--- src/design/bcte_pkg.sv ---
package bcte_pkg;

  localparam int MAX_SAMPLES  = 65536;
  localparam int CORDIC_STEPS = 16;
  localparam int HIT_W        = $clog2(MAX_SAMPLES + 1);
  localparam int TSUM_W       = 48;
  localparam int LSUM_W       = 40;

  // config register indexes
  localparam logic [2:0] REG_BASELINE = 3'd0;
  localparam logic [2:0] REG_R_CENTER = 3'd1;
  localparam logic [2:0] REG_R_HALF   = 3'd2;
  localparam logic [2:0] REG_K_CENTER = 3'd3;
  localparam logic [2:0] REG_K_HALF   = 3'd4;
  localparam logic [2:0] REG_TDIV     = 3'd5;

  // running sums of one band
  typedef struct packed {
    logic [TSUM_W-1:0]        tsum;
    logic signed [LSUM_W-1:0] lsum;
    logic [HIT_W-1:0]         hits;
    logic                     closed;
  } band_t;

  // arctangent table in degrees, Q.16
  function automatic logic [21:0] atan_deg(input logic [4:0] i);
    case (i)
      5'd0:  atan_deg = 22'd2949120;
      5'd1:  atan_deg = 22'd1740967;
      5'd2:  atan_deg = 22'd919879;
      5'd3:  atan_deg = 22'd466945;
      5'd4:  atan_deg = 22'd234379;
      5'd5:  atan_deg = 22'd117304;
      5'd6:  atan_deg = 22'd58666;
      5'd7:  atan_deg = 22'd29335;
      5'd8:  atan_deg = 22'd14668;
      5'd9:  atan_deg = 22'd7334;
      5'd10: atan_deg = 22'd3667;
      5'd11: atan_deg = 22'd1833;
      5'd12: atan_deg = 22'd917;
      5'd13: atan_deg = 22'd458;
      5'd14: atan_deg = 22'd229;
      5'd15: atan_deg = 22'd115;
      5'd16: atan_deg = 22'd57;
      5'd17: atan_deg = 22'd29;
      5'd18: atan_deg = 22'd14;
      5'd19: atan_deg = 22'd7;
      5'd20: atan_deg = 22'd4;
      5'd21: atan_deg = 22'd2;
      5'd22: atan_deg = 22'd1;
      default: atan_deg = 22'd0;
    endcase
  endfunction

endpackage

--- src/design/bcte_band.sv ---
module bcte_band (
  input  logic                  clk,
  input  logic                  rst_n,
  input  logic                  clr,
  input  logic                  upd,
  input  logic [30:0]           t,
  input  logic signed [23:0]    v,
  input  logic signed [31:0]    base101,
  input  logic [22:0]           center,
  input  logic [22:0]           half,
  output bcte_pkg::band_t       st
);

  bcte_pkg::band_t st_r, st_nxt;
  logic signed [34:0] lo, hi, x;
  logic signed [34:0] c35, h35;

  always_comb begin
    c35 = $signed(35'(center));
    h35 = $signed(35'(half));
    lo = 35'(base101) + (c35 - h35) * 35'sd100;
    hi = 35'(base101) + (c35 + h35) * 35'sd100;
    x  = 35'(v) * 35'sd100;
    st_nxt = st_r;
    if (clr) begin
      st_nxt = '0;
    end else if (upd && !st_r.closed && x > lo) begin
      if (x < hi) begin
        if (st_r.hits < bcte_pkg::HIT_W'(bcte_pkg::MAX_SAMPLES)) begin
          st_nxt.tsum = st_r.tsum + bcte_pkg::TSUM_W'(t);
          st_nxt.lsum = st_r.lsum + bcte_pkg::LSUM_W'(v);
          st_nxt.hits = st_r.hits + 1'b1;
        end
      end else begin
        if (st_r.hits == '0) begin
          st_nxt.tsum = bcte_pkg::TSUM_W'(t);
          st_nxt.lsum = bcte_pkg::LSUM_W'(v);
          st_nxt.hits = bcte_pkg::HIT_W'(1);
        end
        st_nxt.closed = 1'b1;
      end
    end
  end

  always_ff @(posedge clk) begin
    if (!rst_n) st_r <= '0;
    else        st_r <= st_nxt;
  end

  assign st = st_r;

endmodule

--- config.mk ---
export PLATFORM = sky130hd
export DESIGN_NAME = bcte_band
export DESIGN_NICKNAME = d
export VERILOG_FILES = /design/src/design/bcte_pkg.sv /design/src/design/bcte_band.sv
export SDC_FILE = /design/constraint.sdc
export NUM_CORES = 1
export LEC_CHECK = 0
export BUFFER_PORTS_ARGS = -buffer_cell sky130_fd_sc_hd__buf_2
export CAP_MARGIN = 5
export CORE_MARGIN = 2
export CORE_UTILIZATION = 40
export CTS_CLUSTER_DIAMETER = 200
export DETAILED_ROUTE_END_ITERATION = 16
export PLACE_DENSITY = 0.58
export SLEW_MARGIN = 25
export SYNTH_ARGS = -nofsm -noshare
export SYNTH_HDL_FRONTEND = slang
export SYNTH_SLANG_ARGS = --single-unit
--- constraint.sdc ---
create_clock -name clk -period 14.2 [get_ports clk]
set_input_delay 2.84 -clock clk [delete_from_list [all_inputs] [get_ports clk]]
set_output_delay 2.84 -clock clk [all_outputs]
set_load 0.02 [all_outputs]
# Word-level counts from Yosys, hierarchy flattened
# Cells that the tools add are included.
totals:
  regBits: 106
  latchBits: 0
  mem_bits_rw: 0
  mem_bits_ro: 0
  output_inout_bits: 106
  elab_cells: 31
  mem_count: 0
classes:
  n_addsub: 7
  multipliers: 3
  div_mod_pow: 0
  n_lt_le_gt_ge: 3
  n_eq_ne: 1
  shift: 0
  n_mux: 3
  n_bitwise: 2
  reduce_logical: 8
ops:
  columns: ["cell", "count"]
  rows:
  - ["105-bit 2-to-1 mux", 3]
  - ["32-bit by 32-bit adder with 33-bit output", 2]
  - ["24-bit by 6-bit multiplier with 30-bit output (second input constant)", 2]
  - ["48-bit by 31-bit adder with 48-bit output", 1]
  - ["40-bit by 24-bit adder with 40-bit output", 1]
  - ["32-bit by 33-bit greater-than comparator with 1-bit output", 1]
  - ["32-bit by 33-bit less-than comparator with 1-bit output", 1]
  - ["24-bit by 5-bit multiplier with 29-bit output (second input constant)", 1]
  - ["23-bit by 23-bit adder with 24-bit output", 1]
  - ["23-bit by 23-bit subtractor with 24-bit output", 1]
  - ["17-bit by 1-bit adder with 17-bit output (second input constant)", 1]
  - ["17-bit zero test", 1]
  - ["17-bit less-than comparator (second input constant)", 1]
  - ["3-bit AND reduction", 1]
  - ["1-bit logical AND", 2]
  - ["2-bit by 1-bit != test with 1-bit output (second input constant)", 1]
  - ["1-bit inverter", 2]
  - ["2-bit AND reduction", 1]
  - ["2-bit nonzero test", 1]
  - ["2-bit OR reduction", 1]
  - ["1-bit zero test", 1]

# Longest topological paths before layout
# Gate-level depths: netlist of the first run.
logic_depth:
  depth_word: 6
  ltp_mapped: 49
  ltp_nobuf: 46

# Least setup slack after synthesis of the first run
# Ideal clock, no wire load.
synth_timing:
  kind: "input-to-reg"
  start: "input center[0]"
  end: "register st_r (netlist bit st[94])"
  t_arrival_ns: 11.721
  slack_ns: 2.413
  cell_stages: 45
  path_cell_list: "inv_1 ha_1 inv_1 fa_1 a211oi_1 nor2_1 nor2_1 nor2_1 nor2_1 o21bai_1 a21oi_1 xnor2_1 ha_1 ha_1 xor2_1 ha_1 ha_1 clkbuf_1 [... 9 more ...] o41a_1 a2111oi_0 o31ai_1 nand4_1 nand4b_1 a21oi_1 xor2_1 ha_1 nand3_1 nand2b_1 a41o_1 a21oi_1 nand2_1 a2111o_1 buf_6 or4_4 a21o_1 a21oi_2"
synth_between:
  elab_chain_len: 6
  word_cells_on_any_way: 13
  cone_classes: "add/sub (4); mul (2); order compare (2); eq/ne (1); mux (1); reduce/logical (3)"
synth_rtl:
  columns: ["item", "line_no", "rtl"]
  rows:
  - ["start, declared", "bcte_band.sv:9", "input logic [22:0] center,"]
  - ["23-bit by 23-bit adder with 24-bit output / 23-bit by 23-bit subtractor with 24-bit output (equally long branches)", "bcte_band.sv:22, bcte_band.sv:21", null]
  - ["24-bit by 5-bit multiplier with 29-bit output / 24-bit by 6-bit multiplier with 30-bit output (equally long branches)", "bcte_band.sv:22, bcte_band.sv:21", null]
  - ["32-bit by 32-bit adder with 33-bit output, on equally long branches", "bcte_band.sv:22, bcte_band.sv:21", null]
  - ["32-bit by 33-bit less-than comparator with 1-bit output / 32-bit by 33-bit greater-than comparator with 1-bit output (equally long branches)", "bcte_band.sv:28, bcte_band.sv:27", null]
  - ["2-bit by 1-bit != test with 1-bit output (no source line) (tied with other cells)", null, null]
  - ["3-bit AND reduction (no source line)", null, null]
  - ["end signal, assigned", "bcte_band.sv:47", "else st_r <= st_nxt;"]
  - ["end, declared", "bcte_band.sv:14", "bcte_pkg::band_t st_r, st_nxt;"]
# Parallel ways exist; a longest one is shown, timed or not.
# A chain may end at the register's enable or synchronous reset.

# Final worst setup path of the first run
layout_timing:
  start: "input center[2]"
  end: "register st_r (netlist bit st[57])"
# Same word-level chain as after synthesis.

==> results.sh, run 1 <==
export IMPL_clock_path_buffers=2
export IMPL_fin_crit_sh=0.9272
export IMPL_grt_pass1_wl_um=100200
export IMPL_dp_hpwl_um=52470
export IMPL_fp_coreArea_mm2=0.05392
export IMPL_rsz0062_at_grt="no"
export IMPL_synthToLayoutAreaGrowth_pct=10.18
export IMPL_synth_cells=2854
export IMPL_cts_tree="yes"
export IMPL_synthFlopType="dfxtp_1"
export IMPL_fmax_ghz=0.07595
export IMPL_drive_gt1_frac=0.1011
export IMPL_clock_sinks=106
export IMPL_fp_dieW_um=237.9
export IMPL_setup_viol=0
export IMPL_max_slew_margin=0.3574
export IMPL_ios=243
export IMPL_dieArea_mm2=0.05660
export IMPL_synthArstFlopShare=0
export IMPL_grt_max_degree=62
export IMPL_synthesis_area_mm2=0.02188
export IMPL_drc=0
export IMPL_finalSetupTns_ns=0
export IMPL_synth_seq_area_share=0.09696
export IMPL_clock_skew_ns=0.01530
export IMPL_fp_dieH_um=237.9
export IMPL_start_util=0.4059
export IMPL_wl_um=62810
export IMPL_cp_start_kind="primary input"
export IMPL_critPathKind="in2reg"
export IMPL_firstDrtPassIters=5
export IMPL_htree_levels=3
export IMPL_cts_buffers=9
export IMPL_globalplace_congestion=0.9055
export IMPL_port_buffers=242
export IMPL_cts_root_buffer="clkbuf_16"
export IMPL_hold_viol=0
export IMPL_clk_pin_slew_ns=0.09
export IMPL_outcome="finished clean"
export IMPL_drv_slew=0
export IMPL_syn_nets=3523
export IMPL_grt_overflow=0
export IMPL_synth_edff_count=0
export IMPL_rows=85
export IMPL_ant_nets=0
export IMPL_grt_pass1_vias=20245
export IMPL_first_iter_violations=946
export IMPL_crit_arrival_ns=13.40
export IMPL_synth_avg_cell_area_um2=7.668
export IMPL_nets=3702
export IMPL_vias=20750
export IMPL_hold_path_class="reg2reg"
export IMPL_via_per_inst=5.550
export IMPL_yosys_warnings=0
export IMPL_grt_use_total=0.2151
export IMPL_maxCapViolations=0
export IMPL_clk_latency_ns=0.39
export IMPL_crit_slowest_cell="o31ai_1"
export IMPL_path_common_cell="ha_1"
export IMPL_worst_pin_slew_ns=0.9565
export IMPL_wl_per_cell_um=16.80
export IMPL_cp_max_fo=34
export IMPL_cp_end_kind="register"
export IMPL_holdBufCountCts=0
export IMPL_crit_required_ns=14.44
export IMPL_ys_ff_latch=106
export IMPL_largest_reg_flops=106
export IMPL_max_stage_delay_ns=0.58
export IMPL_antenna_found_initial=3
export IMPL_synthDistinctLibCells=74
export IMPL_post_route_min_period_ns=13.17
## final cells by class
| cell class | instances | area (µm²) |
|---|---|---|
| inverter | 320 | 1201 |
| tap | 696 | 870.8 |
| antenna | 5 | 12.51 |
| timing repair buffer | 258 | 1344 |
| multi-input combinational | 2338 | 18240 |
| fill | 5451 | 29810 |
| sequential | 106 | 2122 |
| clock inverter | 7 | 95.09 |
| clock buffer | 9 | 225.2 |
## metal layers
metal / track usage / vias up / wire [µm]
li1: - / 10522 / -
met1: 0.2725 / 9680 / 28370
met2: 0.3837 / 452 / 30060
met3: 0.01481 / 96 / 2279
met4: 0.07642 / 0 / 2090
met5: 0 / - / 0
## timing repair
action | 4_1_cts | 5_1_grt
buffers inserted | 0 | 0
resized for setup | 0 | 2
endpoints found under the setup margin | 0 | 3
## layout by cell type (no fill, tap or decap), drive strengths merged, types with 22 or more instances in the layout
cell type	synthesis	routed
dfxtp	106	106
nand2b	32	32
o211ai	22	22
nand3	65	65
a21oi	280	280
and3	34	34
a31oi	25	25
nor2	181	181
a21o	124	124
ha	472	472
buf	15	258
xnor2	158	158
fa	60	60
nor2b	34	34
o21a	43	43
nand4	45	45
a311oi	22	22
inv	319	323
nor3	34	34
nand2	186	186
xor2	88	88
o21bai	33	33
a211oi	28	28
o21ai	156	156
## cell families after synthesis
| family | synth area share |
|---|---|
| AOI/OAI and AO/OA | 0.2471 |
| xor gates and xnor gates | 0.09845 |
| adders and majority gates | 0.3247 |
| buffers and inverters | 0.07084 |
| DFF | 0.09696 |
| muxes | 0.004745 |
| and+or+nand+nor | 0.1572 |
## stage by stage
step	utilization	worst slack [ns]	cells	instance area, µm²	hold WS (ns)
floorplan	-	2.413	2854	21880	0.5455
global placement	0.4408	0.5873	3718	23770	0.4675
detailed placement	0.4408	0.4346	3718	23770	0.4777
CTS	0.4468	0.8125	3734	24090	0.4905
global route	0.4471	0.2082	3736	24110	0.5207
finish	0.4472	1.034	3739	24110	0.4879
## critical path, delay by kind of cell
kind                     cells  cell delay, ns
AO/OA/AOI/OAI               19            4.86
XOR/XNOR                     3            0.62
adder cells (fa/ha/maj)      7            2.44
buffers and inverters        6            0.94
multiplexers                 1            0.15
AND/OR/NAND/NOR              6            1.49
## synth_stat cells (33+ instances only)
library cell / number / share of area
a21o_1: 124 / 0.043
a21oi_1: 278 / 0.064
and3_1: 34 / 0.0097
clkbuf_1: 75 / 0.013
dfxtp_1: 106 / 0.097
fa_1: 60 / 0.055
ha_1: 472 / 0.27
inv_1: 319 / 0.055
nand2_1: 186 / 0.032
nand3_1: 65 / 0.015
nand4_1: 45 / 0.013
nor2_1: 181 / 0.031
nor2b_1: 34 / 0.0097
nor3_1: 34 / 0.0078
o21a_1: 43 / 0.015
o21ai_0: 152 / 0.035
o21bai_1: 33 / 0.011
xnor2_1: 158 / 0.063
xor2_1: 88 / 0.035
## final timing paths
check / end / slack (ns) / start / cells past startpoint
max reg2reg: st[104] / 10.52 / st[58] / 13
min reg2reg: st[105] / 0.49 / st[105] / 2
min: st[105] / 0.49 / st[105] / 2
max: st[57] / 1.03 / center[2] / 42
Power of run 1 is not shown: default switching activity piles up to over one toggle a cycle in this logic, so the estimate is an artifact.
==> run 2, diff against run 1 <==
- CORE_UTILIZATION: 40 -> 50
- PLACE_DENSITY: 0.58 -> 0.7
==> run 2 against run 1 <==
Effect of this change: maximum frequency grew 1.6%; die area shrank 20%; critical path depth is the same; highest routed layer unchanged.
==> results.sh, run 2 (same netlist as run 1, synthesis figures left out) <==
export IMPL_outcome="finished clean"
export IMPL_dp_hpwl_um=50070
export IMPL_holdBufCountCts=0
export IMPL_dieArea_mm2=0.04546
export IMPL_final_cell_count_no_fill=3622
export IMPL_nets=3698
export IMPL_globalplace_congestion=0.9058
export IMPL_cts_resized=0
export IMPL_clk_pin_slew_ns=0.08
export IMPL_cp_startpoint="center[2]"
export IMPL_drive_gt1_frac=0.09987
export IMPL_worst_pin_slew_ns=1.066
export IMPL_min_from="st[59]"
export IMPL_cts_tree="yes"
export IMPL_largest_reg_flops=106
export IMPL_cp_end_kind="register"
export IMPL_htree_levels=3
export IMPL_cts_buffers=9
export IMPL_fp_dieW_um=213.2
export IMPL_finalSetupTns_ns=0
export IMPL_crit_reg2reg_launch="st[58]"
export IMPL_rsz0062_at_grt="no"
export IMPL_drc=0
export IMPL_wl_per_cell_um=16.65
export IMPL_critPathKind="in2reg"
export IMPL_cts_root_buffer="clkbuf_16"
export IMPL_clock_path_buffers=2
export IMPL_clk_latency_ns=0.37
export IMPL_firstDrtPassIters=5
export IMPL_fillers=4218
export IMPL_start_util=0.5069
export IMPL_first_iter_violations=1093
export IMPL_dpl_cell_count=3603
export IMPL_hold_path_class="reg2reg"
export IMPL_crit_required_ns=14.46
export IMPL_grt_overflow=0
export IMPL_post_route_min_period_ns=12.96
export IMPL_vias=20920
export IMPL_drv_slew=0
export IMPL_synthToLayoutAreaGrowth_pct=9.216
export IMPL_max_stage_delay_ns=0.65
export IMPL_port_buffers=242
export IMPL_antenna_found_initial=1
export IMPL_clock_sinks=106
export IMPL_cp_max_fo=76
export IMPL_cp_start_kind="primary input"
export IMPL_rows=76
export IMPL_hold_viol=0
export IMPL_setup_viol=0
export IMPL_crit_arrival_ns=13.22
export IMPL_crit_slowest_cell="buf_4"
export IMPL_postCtsSetupBuffers=0
export IMPL_grt_pass1_wl_um=97630
export IMPL_ant_nets=0
export IMPL_grt_max_degree=77
export IMPL_fin_crit_sh=0.9125
export IMPL_clock_skew_ns=0.01805
export IMPL_max_slew_margin=0.2816
export IMPL_maxCapViolations=0
export IMPL_fp_dieH_um=213.2
export IMPL_final_common_cell="ha_1"
export IMPL_wl_um=60300
export IMPL_final_cell_mix="472 x ha_1, 319 x inv_1, 278 x a21oi_1"
export IMPL_via_per_inst=5.776
export IMPL_grt_use_total=0.2593
export IMPL_grt_pass1_vias=20372
export IMPL_ios=243
export IMPL_fp_coreArea_mm2=0.04317
export IMPL_fmax_ghz=0.07718
run 2: cell type report:
cell class | count | area, µm² | area share
inverter | 320 | 1201 | 0.05025
timing repair buffer | 254 | 1301 | 0.05444
multi-input combinational | 2338 | 18240 | 0.7630
sequential | 106 | 2122 | 0.08878
antenna | 3 | 7.507 | 0.0003141
clock inverter | 7 | 76.32 | 0.003193
tap | 585 | 732.0 | 0.03062
clock buffer | 9 | 225.2 | 0.009423
run 2: worst max-delay path, delay by kind of cell:
kind            cells  cell delay, ns
xor+xnor            3            0.54
compound gates     18            4.79
buf+inv             7            1.34
fa+ha+maj           7            2.45
simple gates        7            1.22
run 2: layer usage:
metal,vias to the layer above,wire (µm),global-route usage
li1,10495,-,-
met1,9910,27050,0.3262
met2,427,29590,0.4755
met3,88,2085,0.01441
met4,0,1577,0.07591
met5,-,0,0
run 2: metrics by stage:
step	util	cell area, µm²	setup WS [ns]	hold slack (ns)
5_1_grt	0.5535	23900	0.3443	0.5264
3_5_place_dp	0.5464	23590	0.8469	0.4794
2_1_floorplan	-	21880	2.413	0.5455
3_3_place_gp	0.5464	23590	0.9560	0.4747
6_report	0.5536	23900	1.243	0.4904
4_1_cts	0.5534	23890	1.227	0.4904
run 2: final timing paths:
check / end / cells past startpoint / slack, ns
max: st[54] / 42 / 1.24
min: st[59] / 2 / 0.49
max reg2reg: st[100] / 13 / 10.61
min reg2reg: st[59] / 2 / 0.49
Power of run 2 is left out for the same reason.
