[src/design/bcte_div.sv]
// restoring divider, one quotient bit per cycle, magnitudes only
module bcte_div (
  input  logic        clk,
  input  logic        rst_n,
  input  logic        start,
  input  logic [55:0] num,
  input  logic [16:0] den,
  output logic [55:0] quo,
  output logic [16:0] rem,
  output logic        done
);

  logic [55:0] q_r;
  logic [17:0] r_r;
  logic [5:0]  cnt_r;
  logic        busy_r, done_r;
  logic [17:0] sh, df;

  always_comb begin
    sh = {r_r[16:0], q_r[55]};
    df = sh - {1'b0, den};
  end

  always_ff @(posedge clk) begin
    if (!rst_n) begin
      busy_r <= 1'b0;
      done_r <= 1'b0;
      cnt_r  <= '0;
    end else begin
      done_r <= 1'b0;
      if (start) begin
        busy_r <= 1'b1;
        cnt_r  <= 6'd55;
      end else if (busy_r) begin
        if (cnt_r == '0) begin
          busy_r <= 1'b0;
          done_r <= 1'b1;
        end
        cnt_r <= cnt_r - 1'b1;
      end
    end
  end

  always_ff @(posedge clk) begin
    if (start) begin
      q_r <= num;
      r_r <= '0;
    end else if (busy_r) begin
      if (!df[17]) begin
        r_r <= df;
        q_r <= {q_r[54:0], 1'b1};
      end else begin
        r_r <= sh;
        q_r <= {q_r[54:0], 1'b0};
      end
    end
  end

  assign quo  = q_r;
  assign rem  = r_r[16:0];
  assign done = done_r;

endmodule

[config.mk]
export PLATFORM = sky130hd
export DESIGN_NAME = bcte_div
export DESIGN_NICKNAME = d
export VERILOG_FILES = /design/src/design/bcte_div.sv
export SDC_FILE = /design/constraint.sdc
export NUM_CORES = 1
export LEC_CHECK = 0
export BUFFER_PORTS_ARGS = -buffer_cell sky130_fd_sc_hd__buf_2
export CORE_MARGIN = 3
export CORE_UTILIZATION = 35
export DETAILED_ROUTE_END_ITERATION = 8
export PLACE_DENSITY_LB_ADDON = 0.25
export SYNTH_ARGS = -nofsm -noshare
export SYNTH_HDL_FRONTEND = slang
export SYNTH_SLANG_ARGS = --single-unit
[constraint.sdc]
create_clock -name clk -period 6.5 [get_ports clk]
set_input_delay 0.325 -clock clk [delete_from_list [all_inputs] [get_ports clk]]
set_output_delay 0.325 -clock clk [all_outputs]
set_load 0.02 [all_outputs]
Yosys cells after proc, flatten, opt, wreduce, memory -nomap -nowiden
Cells that the tools add are included.
W data, S select, Z words.
{"block": "classes", "add_sub_neg": 2, "muxes": 10, "bitwise": 2, "reduce_logical": 4}
{"op": "$mux W56", "count": 2}
{"op": "$sub A18 B17 Y18", "count": 1}
{"op": "$mux W17", "count": 1}
{"op": "$mux W6", "count": 2}
{"op": "$logic_not A6 Y1", "count": 1}
{"op": "$sub A6 B1 Y6 const B", "count": 1}
{"op": "$mux W1", "count": 5}
{"op": "$reduce_or A3 Y1", "count": 1}
{"op": "$not A1 Y1", "count": 2}
{"op": "$reduce_bool A2 Y1", "count": 1}
{"op": "$reduce_or A2 Y1", "count": 1}
{"block": "totals", "reg_bits": 81, "inputBits": 76, "out_inout_bits": 74, "elab_cells": 24}

Depth between registers and ports, before layout
Gate-level depths: netlist of run 1.
{"block": "logic_depth", "ltp_word": 4, "depth_mapped": 11, "ltp_nobuf": 10}

Least setup slack after synthesis of run 1
OpenSTA, ideal clock, no wires.
{"block": "synth_timing", "path_type": "reg-to-reg", "from": "register r_r[6]", "to": "register r_r[6]", "setup_ps": 91, "t_arrival_ps": 2411, "setup_slack_ps": 3998, "stages_incl_launch_ff": 9, "n_path_buf": 1, "period_less_slack_ps": 2502, "cell_sequence": "dfxtp_1 -> ha_1 -> clkbuf_1 -> nand4_1 -> a2111oi_2 -> nor4_4 -> xnor2_2 -> or3_1 -> a311oi_1"}
{"block": "synth_via", "elab_chain_len": 2}
{"element": "start: declaration", "line_no": "14", "text": "logic [17:0] r_r;"}
{"element": "start signal: assignment", "line_no": "53", "text": "r_r <= sh;"}
{"element": "$sub A18 B17 Y18", "line_no": "21", "text": "df = sh - {1'b0, den};"}
{"element": "$mux W17", "line_no": "49", "text": "if (!df[17]) begin"}
Every way passes these cells.
A chain may end at the register's enable or synchronous reset.

Worst setup path after layout of run 1
{"block": "layout_timing", "from": "register r_r[0]", "to": "register r_r[6]"}
Same word-level chain as after synthesis.

==> reports/results.tsv, run 1 <==
stage	metric	value	unit
yosys	async set or reset register ratio after synthesis	0	%
detailed_routing	vias per cell	4.973	
floorplanning	area of the core	0.01221	sq mm
job	number of max-capacitance violations reported	0	
global_routing	first-pass GRT wire length	17720	um
pwr	maximum ir drop on the vdd rail	0.0001424	V
hold_path	hold crit path type	primary input to flip-flop	
yosys	Net Count, Synth	494	
yosys	Compound-Gate Fraction of Synth Area	12.55	%
cts	insertion delay of the later-clocked pin in the worst-skew pair	0.33	ns
place	HPWL Detailed	8154	um
sta	RSZ-0062 raised after global routing	no	
yosys	count of different cell masters after synthesis	44	
detailed_routing	WL/cell	15.51	um
sta	Setup violations, final	0	
yosys	total standard cell area after synthesis	0.004436	sq mm
global_routing	number of global-route vias before repair	3440	
global_routing	antenna violations before repair	0	
detailed_routing	final routed DRC violation total	0	
sta	worst clock skew	0.01008	ns
cts	clock-pin transition on the worst setup and hold timing paths	0.07	ns
worst_setup_path	count of buffer and inverter cells on the critical path	0	
worst_setup_path	R2R cell count	8	
sta	Highest Clock Rate	314.2	MHz
detailed_routing	first-pass iteration count of the detailed router	4	
cts	number of buffers inserted during clock tree synthesis	9	
finish	sequential cell area	0.002182	sq mm
sta	fin crit period	3.183	ns
yosys	dominant cell by count in the synthesized netlist	sky130_fd_sc_hd__edfxtp_1	
worst_setup_path	slowest cell on the critical path	sky130_fd_sc_hd__nor4_4	
pwr	static leakage	0.002385	uW
yosys	sequential area share after synthesis	49.20	%
floorplanning	number of ports placed on the die boundary	150	
finish	final-layout fill cell count	1203	
cts	number of clock sinks	81	
finish	combined area of the multi-input logic cells	0.002066	sq mm
worst_setup_path	category of cells accounting for the largest share of critical-path delay	simple AND/OR/NAND/NOR gates	
yosys	register bit total from synthesis	81	
yosys	number of flops mapped to enable cells by yosys	56	
place	input/output buffers	149	
floorplanning	die area	0.01406	sq mm
yosys	Cells after Synth	398	
worst_setup_path	reg2reg setup slack	3.32	ns
place	weighted congestion reported at the end of routability-driven placement	0.8842	
yosys	arithmetic-cell share of the synthesized area counting full adders, half adders and majority gates	5.811	%
detailed_routing	Final Routed Wirelength	11060	um
cts	CTS Root Buffer Type	sky130_fd_sc_hd__clkbuf_16	
global_routing	All-Layer GR Usage	15.42	%
finish	share of layout cells above drive strength 1	42.39	%
pwr	power density normalized to cell area	265.9	mW/mm^2
global_routing	pin count of the biggest net entering global routing	69	
yosys	biggest area contributors in the synthesized netlist	sky130_fd_sc_hd__edfxtp_1 (38%), sky130_fd_sc_hd__mux2_2 (14%), sky130_fd_sc_hd__dfxtp_1 (11%)	
detailed_routing	total number of vias	3546	
cts	hold_buf cts	0	
sta	Final Max Tran Viols	0	
worst_setup_path	signal arrival time at the worst endpoint	3.42	ns
floorplanning	floorplan die height	118.6	um
cts	cells resized by post-CTS repair	0	
finish	number of antenna repair diodes	0	
yosys	top post-synthesis cells by count	sky130_fd_sc_hd__edfxtp_1 (56), sky130_fd_sc_hd__mux2_2 (55), sky130_fd_sc_hd__nand2_1 (43)	
finish	Total Nets Final	636	
yosys	Ys Warns	0	
finish	Non-Filler Instances	713	
yosys	prevailing post-synth register cell	sky130_fd_sc_hd__edfxtp_1	
worst_setup_path	Crit Reg-Reg Endpoint	r_r[6]$_SDFFE_PP0P_	
yosys	library cell with the largest summed area after synthesis	sky130_fd_sc_hd__edfxtp_1	
worst_setup_path	kind of critical path	flip-flop to flip-flop	
floorplanning	Initial Util	36.32	%
sta	Least-Margin Pin Slew	0.8240	ns
yosys	combinational family with the most area after synthesis	multiplexers	
yosys	fraction of post-synthesis cell area in the top cell type by area	37.91	%
cts	TritonCTS clock tree	yes	
worst_setup_path	cell-by-cell listing of the critical path	ha_1 -> nor2b_1 -> o31ai_4 -> a2111oi_2 -> nor4_4 -> xnor2_2 -> or3_1 -> a311oi_1	
sta	slew margin rel.	45.07	%
cts	post-CTS setup buffers	0	
yosys	post-synthesis share of cell area spent on xor and xnor gates	4.118	%
worst_setup_path	crit-path max cell delay	0.67	ns
worst_setup_path	startpoint of the most critical register-to-register path	r_r[0]$_SDFFE_PP0P_	
detailed_routing	DRT antenna net count	0	
cts	H-tree Lvls	3	
sta	final period utilization	48.97	%
sta	Setup Total Neg Slack	0	ns
finish	Syn-to-layout area delta	27.22	%
cts	worst-case clock buffer depth	2	
yosys	multiplexer area fraction after synthesis	13.96	%
outcome	result of the run	complete, no violations	
hold_path	endpoint of the worst hold-timing path	quo[34]$_DFFE_PP_	
global_routing	total congestion overflow	0	
worst_setup_path	startpoint class of the critical path	flip-flop	
worst_setup_path	worst endpoint required time	6.73	ns
hold_path	HP Start	num[34]	
sta	number of endpoints with negative hold slack in the final report	0	
place	cell total after placement	697	
detailed_routing	Starting DRT DRC Count	238	
yosys	simple-gate area share of the yosys netlist	10.13	%
floorplanning	cell row count	40	
worst_setup_path	Setup crit end kind	flip-flop	
floorplanning	horizontal die dimension	118.6	um
worst_setup_path	Max Fanout on Critical Path	16	
hold_path	Worst Hold Path Cells	2	
yosys	mean instance size in the synthesized netlist	11.14	sq um
-- state kept, by name, indices dropped and copies added (netlist names) --
register / count
quo: 56
r_r: 17
busy_r: 1
cnt_r: 6
done: 1
-- metrics by stage --
stage	hold WS [ns]	utilization (%)	total power [uW]	area [sq um]	worst slack, ns
floorplan	0.4388	-	878.4	4436	3.998
global placement	0.5015	43.69	983.8	5335	3.385
detailed placement	0.5106	43.69	989.2	5335	3.225
CTS	0.2787	46.21	1520	5643	3.279
global route	0.2844	46.21	1577	5643	2.951
finish	0.2937	46.21	1501	5643	3.317
-- area by class of cell --
class	instances	area share [%]
clock buffer	9	3.991
timing repair buffer	153	13.75
clock inverter	7	1.463
tap	168	3.725
inverter	27	1.796
multi-input combinational	268	36.61
sequential	81	38.67
-- how the worst max path moves through the flow --
stage,startpoint,to,slack (ns),cells past startpoint
after global routing,quo[55]$_DFFE_PP_,r_r[6]$_SDFFE_PP0P_,2.95,9
after CTS,quo[55]$_DFFE_PP_,r_r[6]$_SDFFE_PP0P_,3.28,9
after floorplan,r_r[6]$_SDFFE_PP0P_,r_r[6]$_SDFFE_PP0P_,4.00,8
final,r_r[0]$_SDFFE_PP0P_,r_r[6]$_SDFFE_PP0P_,3.32,8
after detailed placement,den[4],r_r[6]$_SDFFE_PP0P_,3.23,9
after global placement,den[8],r_r[6]$_SDFFE_PP0P_,3.38,10
-- routing by layer --
metal | share of wire (%) | wire length (um) | vias to the layer above | track usage (%)
met3 | 5.8 | 639 | 4 | 3.541
met2 | 47 | 5226 | 111 | 24.90
met1 | 46 | 5116 | 1679 | 20.76
li1 | - | - | 1752 | -
met4 | 0.70 | 77 | 0 | 4.272
met5 | 0 | 0 | - | 0
-- where the power goes --
group | leakage (uW) | internal (uW) | switching [uW] | total [uW]
combinational | 0.00147 | 136 | 196 | 332
sequential | 0.000769 | 612 | 31.3 | 644
clock | 0.000145 | 305 | 220 | 524
-- kinds of logic after synthesis --
family / Yosys count
adders and majority gates: 20
and+or+nand+nor: 95
muxes: 55
buffers and inverters: 49
DFF: 81
xor gates and xnor gates: 20
AOI/OAI and AO/OA: 78
-- worst register-to-register path, cell delays in order (launching register included) --
cell                        delay, ns
sky130_fd_sc_hd__dfxtp_1         0.42
sky130_fd_sc_hd__ha_1            0.26
sky130_fd_sc_hd__nor2b_1         0.17
sky130_fd_sc_hd__o31ai_4         0.29
sky130_fd_sc_hd__a2111oi_2       0.15
sky130_fd_sc_hd__nor4_4          0.67
sky130_fd_sc_hd__xnor2_2         0.39
sky130_fd_sc_hd__or3_1           0.46
sky130_fd_sc_hd__a311oi_1        0.28
-- layout by cell type, fill, tap and decap left out, types with 5 or more instances in the layout --
cell type / count
sky130_fd_sc_hd__dfxtp_1: 25
sky130_fd_sc_hd__a21oi_1: 21
sky130_fd_sc_hd__buf_2: 149
sky130_fd_sc_hd__o21a_1: 9
sky130_fd_sc_hd__xnor2_1: 15
sky130_fd_sc_hd__nor2_1: 21
sky130_fd_sc_hd__inv_1: 26
sky130_fd_sc_hd__nand2_1: 43
sky130_fd_sc_hd__mux2_2: 55
sky130_fd_sc_hd__edfxtp_1: 56
sky130_fd_sc_hd__nand4_1: 5
sky130_fd_sc_hd__ha_1: 19
sky130_fd_sc_hd__o21ai_0: 11
sky130_fd_sc_hd__clkbuf_16: 9
sky130_fd_sc_hd__a311oi_1: 11
sky130_fd_sc_hd__nor2b_1: 6
Power figures use the tool's default switching activity.
==> inputs of run 2 (changes only) <==
- clock period: 6.5 -> 2.6 ns (I/O delays scaled with it)
==> run 2 against run 1 <==
Effect of this change: sequential power up 150%; critical endpoint is now r_r[7]$_SDFFE_PP0P_; setup slack worse by 3.2 ns; count of clock-buffer cells in the layout unchanged; critical path type unchanged; total power rose to 2.6 times the previous value; clock skew down 0.0065 ns; utilization up 2.7 points; register-to-register slack worse by 3.2 ns; via count up 3.0%; cell count up 3.5%; worst hold slack worse by 0.20 ns.
==> reports/results.tsv, run 2 (synthesis results as in run 1) <==
stage	metric	value	unit	change
floorplanning	horizontal die dimension	118.6	um	unchanged
sta	fin crit period	2.499	ns	was 3.183 ns
cts	number of clock sinks	81		unchanged
place	HPWL Detailed	8557	um	was 8154 um
cts	TritonCTS clock tree	yes		unchanged
worst_setup_path	startpoint of the most critical register-to-register path	r_r[0]$_SDFFE_PP0P_		unchanged
worst_setup_path	Setup crit end kind	flip-flop		unchanged
cts	CTS Root Buffer Type	sky130_fd_sc_hd__clkbuf_16		unchanged
cts	insertion delay of the later-clocked pin in the worst-skew pair	0.33	ns	about the same
worst_setup_path	Max Fanout on Critical Path	5		was 16
cts	clock-pin transition on the worst setup and hold timing paths	0.06	ns	was 0.07 ns
finish	Total Nets Final	662		was 636
sta	slew margin rel.	64.07	%	was 45.07%
detailed_routing	WL/cell	15.35	um	was 15.51 um
finish	most common cell after layout, fill and taps aside	sky130_fd_sc_hd__buf_2		unchanged
sta	Least-Margin Pin Slew	0.5366	ns	was 0.8240 ns
detailed_routing	vias per cell	4.947		was 4.973
outcome	result of the run	complete, no violations		unchanged
finish	share of layout cells above drive strength 1	47.02	%	was 42.39%
global_routing	number of global-route vias before repair	3563		was 3,440
finish	highest-count cells in the layout ignoring fill and taps	sky130_fd_sc_hd__buf_2 (149), sky130_fd_sc_hd__edfxtp_1 (56), sky130_fd_sc_hd__mux2_2 (55)		unchanged
floorplanning	Initial Util	36.32	%	unchanged
detailed_routing	first-pass iteration count of the detailed router	7		was 4
floorplanning	number of ports placed on the die boundary	150		unchanged
worst_setup_path	worst endpoint required time	2.83	ns	was 6.73 ns
finish	max reg flops	56		unchanged
sta	Worst Slack Setup Final	0.1007	ns	was 3.317 ns
global_routing	first-pass GRT wire length	18170	um	was 17,720 um
global_routing	All-Layer GR Usage	15.87	%	was 15.42%
cts	worst-case clock buffer depth	2		unchanged
worst_setup_path	startpoint class of the critical path	flip-flop		unchanged
cts	H-tree Lvls	3		unchanged
detailed_routing	final routed DRC violation total	0		unchanged
hold_path	HP Start	rst_n		was num[34]
sta	Setup violations, final	0		unchanged
worst_setup_path	kind of critical path	flip-flop to flip-flop		unchanged
detailed_routing	Final Routed Wirelength	11330	um	was 11,060 um
global_routing	pin count of the biggest net entering global routing	61		was 69
sta	number of endpoints with negative hold slack in the final report	0		unchanged
worst_setup_path	signal arrival time at the worst endpoint	2.73	ns	was 3.42 ns
finish	Syn-to-layout area delta	34.56	%	was 27.22%
global_routing	antenna violations before repair	0		unchanged
sta	Final Max Tran Viols	0		unchanged
sta	worst clock skew	0.003552	ns	was 0.01008 ns
detailed_routing	DRT antenna net count	0		unchanged
floorplanning	floorplan die height	118.6	um	unchanged
cts	number of buffers inserted during clock tree synthesis	9		unchanged
place	worst setup slack before clock tree synthesis	0.1127	ns	was 3.225 ns
detailed_routing	total number of vias	3651		was 3,546
cts	hold_buf cts	0		unchanged
place	weighted congestion reported at the end of routability-driven placement	0.9467		was 0.8842
pwr	power density normalized to cell area	663.5	mW/mm^2	was 265.9 mW/mm^2
global_routing	total congestion overflow	0		unchanged
worst_setup_path	Crit. Startpoint	r_r[0]$_SDFFE_PP0P_		unchanged
pwr	maximum ir drop on the vdd rail	0.0003091	V	was 0.0001424 V
detailed_routing	Starting DRT DRC Count	251		was 238
floorplanning	die area	0.01406	sq mm	unchanged
pwr	static leakage	0.002540	uW	was 0.002385 uW
hold_path	hold crit path type	primary input to flip-flop		unchanged
sta	Highest Clock Rate	400.1	MHz	was 314.2 MHz
job	number of max-capacitance violations reported	0		unchanged
finish	number of antenna repair diodes	0		unchanged
sta	final period utilization	96.13	%	was 48.97%
floorplanning	cell row count	40		unchanged
floorplanning	area of the core	0.01221	sq mm	unchanged
worst_setup_path	reg2reg setup slack	0.10	ns	was 3.32 ns
sta	Hold WS	0.09576	ns	was 0.2937 ns
place	input/output buffers	149		unchanged
run 2: critical path, stage by stage (launching register included):
cell	delay, ns
sky130_fd_sc_hd__dfxtp_2	0.34
sky130_fd_sc_hd__ha_1	0.26
sky130_fd_sc_hd__nor2b_1	0.17
sky130_fd_sc_hd__o31ai_4	0.31
sky130_fd_sc_hd__a2111oi_4	0.13
sky130_fd_sc_hd__nor4_4	0.32
sky130_fd_sc_hd__buf_4	0.18
sky130_fd_sc_hd__xnor2_1	0.14
sky130_fd_sc_hd__buf_4	0.18
sky130_fd_sc_hd__nand2_1	0.08
sky130_fd_sc_hd__a311oi_2	0.29
run 2: layer usage:
metal | share of wire [%] | routed length, um | track usage (%)
met1 | 47 | 5283 | 21.81
met3 | 6.0 | 677 | 3.062
met5 | 0 | 0 | 0
met2 | 47 | 5309 | 25.19
met4 | 0.49 | 55 | 5.141
run 2: cell type report:
class / instances / area, sq um
repair buffers: 179 / 996.0
clock inverters: 6 / 115.1
inverters: 27 / 101.3
clock buffers: 9 / 225.2
multi-input cells: 268 / 2137
well taps: 168 / 210.2
fillers: 1154 / 6243
flip-flops and latches: 81 / 2183
run 2: path summary, 6_finish.rpt:
kind / cells after the start / to
worst max register to register: 10 / r_r[7]$_SDFFE_PP0P_
worst min-delay path: 2 / cnt_r[4]$_SDFFE_PN0P_
worst max-delay path: 10 / r_r[7]$_SDFFE_PP0P_
worst min register to register: 2 / r_r[4]$_SDFFE_PP0P_
run 2: per-stage QoR:
stage | power [uW] | instance area [sq um] | utilization (%) | cells | TNS, ns
floorplan | 2196 | 4436 | - | 398 | 0
global placement | 2516 | 5533 | 45.31 | 720 | 0
finish | 3960 | 5968 | 48.87 | 738 | 0
global route | 4167 | 5968 | 48.87 | 738 | -0.04458
detailed placement | 2524 | 5533 | 45.31 | 720 | 0
CTS | 3977 | 5873 | 48.09 | 735 | 0
run 2: what timing repair did:
| item | CTS | global route |
|---|---|---|
| setup endpoints to repair | 0 | 14 |
| resized for setup | 0 | 14 |
| setup buffers | 0 | 3 |
run 2: where the power goes:
part / switching (uW) / total (uW) / leakage, uW / internal (uW)
logic: 524 / 919 / 0.00161 / 395
clock network: 499 / 1440 / 0.000162 / 937
registers: 73.6 / 1600 / 0.000769 / 1530
